==> src/rtl/core/gb3_pkg.sv <==
// gb3_pkg: shared types and constants of the 3x3 rgba blur core
// no dependencies; imported by every module of the core except gb3_ram

package gb3_pkg;

  localparam int unsigned PIX_W     = 32;
  localparam int unsigned COEF_W    = 16;
  localparam int unsigned ROW_CFG_W = 48;
  localparam int unsigned WIDTH_W   = 12;
  localparam int unsigned CFG_IDX_W = 3;
  localparam int unsigned TAPS      = 9;

  localparam logic [CFG_IDX_W-1:0] REG_IMAGE_WIDTH = 3'd0;
  localparam logic [CFG_IDX_W-1:0] REG_COEF_TOP    = 3'd1;
  localparam logic [CFG_IDX_W-1:0] REG_COEF_MIDDLE = 3'd2;
  localparam logic [CFG_IDX_W-1:0] REG_COEF_BOTTOM = 3'd3;
  localparam logic [CFG_IDX_W-1:0] REG_GAIN        = 3'd4;

  localparam logic [1:0] RS_NONE  = 2'd0;
  localparam logic [1:0] RS_ONE   = 2'd1;
  localparam logic [1:0] RS_MANY  = 2'd2;
  localparam logic [1:0] RS_FLUSH = 2'd3;

  localparam logic ACT_PIXEL = 1'b0;
  localparam logic ACT_FLUSH = 1'b1;

  typedef logic [TAPS-1:0][PIX_W-1:0] gb3_win_t;

  typedef struct packed {
    logic       action;
    logic [7:0] in_red;
    logic [7:0] in_green;
    logic [7:0] in_blue;
    logic [7:0] in_alpha;
  } gb3_in_t;

  typedef struct packed {
    logic [7:0] out_red;
    logic [7:0] out_green;
    logic [7:0] out_blue;
    logic [7:0] out_alpha;
    logic       row_end;
    logic       frame_end;
  } gb3_out_t;

  typedef struct packed {
    gb3_win_t win;
    logic     row_end;
    logic     frame_end;
  } gb3_job_t;

endpackage

==> src/rtl/core/gb3_jobq.sv <==
// gb3_jobq: two-entry job queue between front and back
// uses gb3_pkg for the job type

module gb3_jobq
  import gb3_pkg::*;
(
  input  logic     clk,
  input  logic     rst_n,
  input  logic     push_valid,
  output logic     push_ready,
  input  gb3_job_t push_job,
  output logic     pop_valid,
  input  logic     pop_ready,
  output gb3_job_t pop_job
);

  gb3_job_t   slot_r [2];
  logic       wptr_r, rptr_r;
  logic [1:0] fill_r;
  logic       do_push, do_pop;

  assign push_ready = (fill_r != 2'd2);
  assign pop_valid  = (fill_r != 2'd0);
  assign pop_job    = slot_r[rptr_r];
  assign do_push    = push_valid && push_ready;
  assign do_pop     = pop_valid && pop_ready;

  always_ff @(posedge clk) begin
    if (!rst_n) begin
      wptr_r <= 1'b0;
      rptr_r <= 1'b0;
      fill_r <= 2'd0;
    end else begin
      if (do_push) begin
        wptr_r <= ~wptr_r;
      end
      if (do_pop) begin
        rptr_r <= ~rptr_r;
      end
      if (do_push && !do_pop) begin
        fill_r <= fill_r + 2'd1;
      end else if (do_pop && !do_push) begin
        fill_r <= fill_r - 2'd1;
      end
    end
  end

  always_ff @(posedge clk) begin
    if (do_push) begin
      slot_r[wptr_r] <= push_job;
    end
  end

endmodule

==> config.mk <==
export PLATFORM = sky130hd
export DESIGN_NAME = gb3_jobq
export DESIGN_NICKNAME = d
export VERILOG_FILES = /design/src/rtl/core/gb3_pkg.sv /design/src/rtl/core/gb3_jobq.sv
export SDC_FILE = /design/constraint.sdc
export NUM_CORES = 1
export LEC_CHECK = 0
export BUFFER_PORTS_ARGS = -buffer_cell sky130_fd_sc_hd__buf_4
export CORE_ASPECT_RATIO = 1.2
export CORE_MARGIN = 8
export CORE_UTILIZATION = 30
export CTS_CLUSTER_DIAMETER = 200
export DETAILED_ROUTE_END_ITERATION = 10
export PLACE_DENSITY = 0.59
export SETUP_SLACK_MARGIN = 0.1
export SYNTH_ARGS = -nofsm -noshare
export SYNTH_HDL_FRONTEND = slang
export SYNTH_SLANG_ARGS = --single-unit
==> constraint.sdc <==
create_clock -name clk -period 9 [get_ports clk]
set_input_delay 0.9 -clock clk [delete_from_list [all_inputs] [get_ports clk]]
set_output_delay 0.9 -clock clk [all_outputs]
set_load 0.05 [all_outputs]
# Word level (Yosys, flattened, before mapping)

Memories as Yosys holds them, arrays and structs flattened. A register that Yosys moved wholly into a read port is not among the register bits.
Cells that the tools add are included.

Register bits after elaboration: 4
Latch bits: 0
Bits in writable memories: 580
Memory bits (read-only): 0
Output and inout port bits: 292
Word-level logic and storage cells: 23
Memories: 1

Memory list:

| name   | depth | width | read ports | clocked after Yosys merged registers in | write ports | RTL line       | text |
|---|---|---|---|---|---|---|---|
| slot_r | 2     | 290   | 1          | 1                                       | 1           | gb3_jobq.sv:17 | `gb3_job_t slot_r [2];` |

Add/subtract/negate cells: 2
Multipliers: 0
Div/mod/pow operators: 0
Magnitude comparators: 0
Equality and inequality tests: 1
Shift operators: 0
Mux-type cells: 6
Bitwise gates (word level): 2
Reductions and logical operators: 8

Operator list:

| operator            | number |
|---|---|
| $logic_and 1x1->1   | 4 |
| $mux 1              | 4 |
| $mux 2              | 2 |
| $reduce_bool 2->1   | 2 |
| $add 2x1->2 const B | 1 |
| $logic_not 1->1     | 2 |
| $ne 2x2->1 const B  | 1 |
| $not 1->1           | 2 |
| $sub 2x1->2 const B | 1 |

# Logic depth before layout (Yosys ltp)

Depth in word-level cells: 6
Gate-level depth with buffers: 6
Depth with buffers taken out: 6

# Least setup slack after synthesis

OpenSTA, ideal clock, no wires.

Kind: register to register
Start: register fill_r[0]
End: memory slot_r[1][0] in the netlist's numbering (enable)
Arrival time: 7668 ps
Data required time: 8310 ps
Path slack: 641 ps
Cell stages (with the launch flop): 3
Path buffers: 0
Clock period less this slack: 8359 ps
Cell sequence: dfxtp_1 -> nand2b_1 -> and3_1

Longest elaborated chain between the ends: 4

Ends and longest elaborated chain:

| element                      | RTL line       | text |
|---|---|---|
| start: declaration           | gb3_jobq.sv:19 | `logic [1:0] fill_r;` |
| start signal: assignment     | gb3_jobq.sv:41 | `fill_r <= fill_r + 2'd1;` |
| start signal: assignment     | gb3_jobq.sv:43 | `fill_r <= fill_r - 2'd1;` |
| $ne 2x2->1                   | gb3_jobq.sv:22 | `assign push_ready = (fill_r != 2'd2);` |
| via push_ready               | gb3_jobq.sv:10 | `output logic push_ready,` |
| $logic_and 1x1->1            | gb3_jobq.sv:25 | `assign do_push = push_valid && push_ready;` |
| $mux 1                       | gb3_jobq.sv:49 | `if (do_push) begin` |
| $mux 1 (not written as such) | gb3_jobq.sv:50 | `slot_r[wptr_r] <= push_job;` |
| end: declaration             | gb3_jobq.sv:17 |  |

The timed path passes the listed nets, and every way through them passes these cells.

==> results by group <==
Layout
  – Register area: 17500 µm²
  – Final nets: 1840
  – Relative area change from synthesis to final layout: 33.9%
  – Total non-filler cell area in the finished layout: about 29000 µm²
  – Multi-input logic area: 3780 µm²
  – Share of final-layout standard cells stronger than drive strength 1: a little over 60%
  – Fill cell total of the finished layout: roughly 6500

Placed design
  – Count of input and output buffers: 585
  – Post-Place Worst Slack: 5.32 ns
  – Placer's final routability congestion estimate: 0.735
  – Post-DP HPWL: 36400 µm
  – Area of placed instances: 27000 µm²

Synth
  – Cell types with the largest area share after synthesis: sky130_fd_sc_hd__edfxtp_1, sky130_fd_sc_hd__mux2_2, sky130_fd_sc_hd__mux2_4, sky130_fd_sc_hd__buf_6, sky130_fd_sc_hd__buf_2
  – Cell type with the highest aggregate area in the netlist: sky130_fd_sc_hd__edfxtp_1
  – Yosys synthesis warning count: 0
  – Mapped Avg Cell Area: approximately 23 µm²
  – Count of unique library cells instantiated by Yosys: 21
  – Ys async rst share: 0%
  – Post-synthesis sequential area ratio: approximately four fifths
  – Most frequent cell after synthesis: sky130_fd_sc_hd__edfxtp_1
  – Fraction of post-synthesis cell area in the top cell type by area: between 80% and 90%
  – Number of synthesized register bits: 585
  – Area of the mapped netlist: 21500 µm²
  – Top FF cell, synth: sky130_fd_sc_hd__edfxtp_1
  – Post-Synthesis Cells: slightly above 900
  – Most common library cells after synthesis: sky130_fd_sc_hd__edfxtp_1, sky130_fd_sc_hd__mux2_2, sky130_fd_sc_hd__mux2_4, sky130_fd_sc_hd__buf_2, sky130_fd_sc_hd__buf_6
  – Number of synthesized flops with an enable pin: 580
  – Syn Nets: around 1200

Clock tree
  – Number of clock sinks seen by CTS: 585
  – CTS Root Buffer Type: sky130_fd_sc_hd__clkbuf_16
  – Number of buffers inserted by post-CTS setup repair: 0
  – Depth of the CTS H-tree: 2
  – Number of buffers between clock root and the deepest sink: 3
  – Clock transition at the registers of the reported paths: 0.07 ns
  – TritonCTS clock tree: done
  – Number of buffers inserted for hold repair after clock tree synthesis: 0
  – Number of clock buffers inserted by TritonCTS: 57
  – Resized cells post-CTS: 0
  – Clk Latency, worst-skew pair: 0.60 ns

Critical path
  – Maximum fanout count along the critical path: 123
  – Critical path startpoint category: flop
  – Endpoint arrival time on the critical path: 2.95 ns
  – Data required time of the worst path: 8.10 ns
  – Worst Setup Path Type: reg -> out
  – CP endpoint kind: output pin

Floorplan
  – IO Pins: approximately 590
  – Die area: 80600 µm²
  – Initial cell density of the core: 30.3%
  – Core Box Area: ~71000 µm²
  – Die extent in x: 261 µm
  – Vertical die dimension: 309 µm
  – Placement Rows: 107

STA
  – Final critical-path setup slack: 5.15 ns
  – Slew at the pin closest to its max-slew limit: about 1.1 ns
  – Ratio of final minimum period to clock period: around 43%
  – Post-route setup TNS: 0 ns
  – Worst clock skew: 0.0167 ns
  – Final Hold Violating Endpoints: 0
  – Normalized max-slew margin: 25.9%
  – Maximum achievable frequency: between 200 and 300 MHz
  – Shortest clock period the worst path allows after layout: 3.85 ns
  – Number of max-slew violations in the final report: 0
  – Setup repair after global routing missed its margin: no
  – Final setup viols: 0

GRT
  – Antenna violations before repair: 8
  – First-pass GRT wire length: 74800 µm
  – GRT Total Usage: 12.2%
  – Via count of the first global-routing pass: 11700
  – Residual overflow from global routing: 0
  – Pin count of the biggest net entering global routing: 143

Detailed routing
  – Starting DRC count in detailed routing: about 530
  – Total length of routed wires: 52400 µm
  – Antenna violation net count after detailed routing: 0
  – Number of vias after detailed routing: 10800
  – DRC: 0
  – DR WL/cell: 20.7 µm
  – TritonRoute pass-1 iters: 4
  – Post-DR vias/cell: 4.27

Power
  – LEAKAGE: 0.0107 µW
  – Overall power: roughly 9300 µW
  – Peak VDD IR: 0.000192 V
  – P per Cell Area: 322 nW/µm²

Worst hold path
  – Classification of the worst-slack hold path: in -> reg

Status
  – Outcome: completed

Flow run
  – Max-Cap Viols: 0
[final timing paths]
path,start,endpoint,slack [ns],cells past startpoint
max,flop,pop_job[4],5.15,3
max reg2reg,fill_r[0],slot_r[1][209],5.81,4
min reg2reg,fill_r[1],fill_r[1],0.55,2
min,push_job[42],slot_r[1][42],0.48,1
[report_power, final]
group / switching, µW / leakage (µW) / internal, µW / total, µW
logic: 2280 / 0.00432 / 1150 / 3430
clock network: 990 / 0.000899 / 1360 / 2350
registers: 106 / 0.00546 / 3410 / 3510
[cell families after synthesis]
group / Yosys count / share of synthesized area (%)
AOI/OAI and AO/OA: 5 / 0.163
xor gates and xnor gates: 3 / 0.122
adders and majority gates: 1 / 0.0581
buffers and inverters: 33 / 1.09
DFF: 585 / 81.4
muxes: 290 / 16.9
and+or+nand+nor: 9 / 0.267
[sequential cells by signal (all words and copies together) (netlist names), named ones only]
| register | cells |
|---|---|
| fill_r | 2 |
| rptr_r | 1 |
| slot_r | 580 |
| wptr_r | 1 |
[worst max-delay path: stages, from the launching register on]
cell and delay, ns:
sky130_fd_sc_hd__dfxtp_4 0.87, sky130_fd_sc_hd__buf_12 0.53, sky130_fd_sc_hd__mux2_2 0.41, sky130_fd_sc_hd__buf_4 0.20
[per-layer routing]
layer	routed length, µm	GRT usage, %	share of wire [%]
met5	13	0	0.025
met4	1430	4.54	2.7
met3	4910	5.01	9.4
met2	27200	21.6	52
met1	18800	13.0	36
[cells in the final DEF, fill, tap and decap left out, drive strengths merged]
cell      synthesis  final
buf              32    592
edfxtp          580    580
mux2            290    290
clkbuf            0     68
clkinv            0     26
diode             0      9
bufinv            0      6
dfxtp             5      5
and2              4      4
inv               1      3
xnor2             2      2
a21boi            2      2
clkinvlp          0      2
o21ai             2      2
nand2b            1      1
or2               1      1
and3              1      1
nand3b            1      1
a21bo             1      1
xor2              1      1
or3               1      1
ha                1      1
[metrics by stage]
stage               cells  hold WS [ns]  utilization [%]
floorplan             926         0.486                -
global placement     2412         0.505             38.0
detailed placement   2412         0.539             38.0
CTS                  2516         0.416             40.6
global route         2522         0.427             40.6
finish               2525         0.480             40.6
[area by class of cell]
type / count / share of cell area, %
sequential: 585 / 60.8
antenna: 9 / 0.0781
inverter: 1 / 0.0391
clock buffer: 68 / 5.24
timing repair buffer: 592 / 15.6
clock inverter: 36 / 1.14
multi-input combinational: 308 / 13.1
tap: 926 / 4.02
No activity file was read; power rests on OpenSTA's default activity.
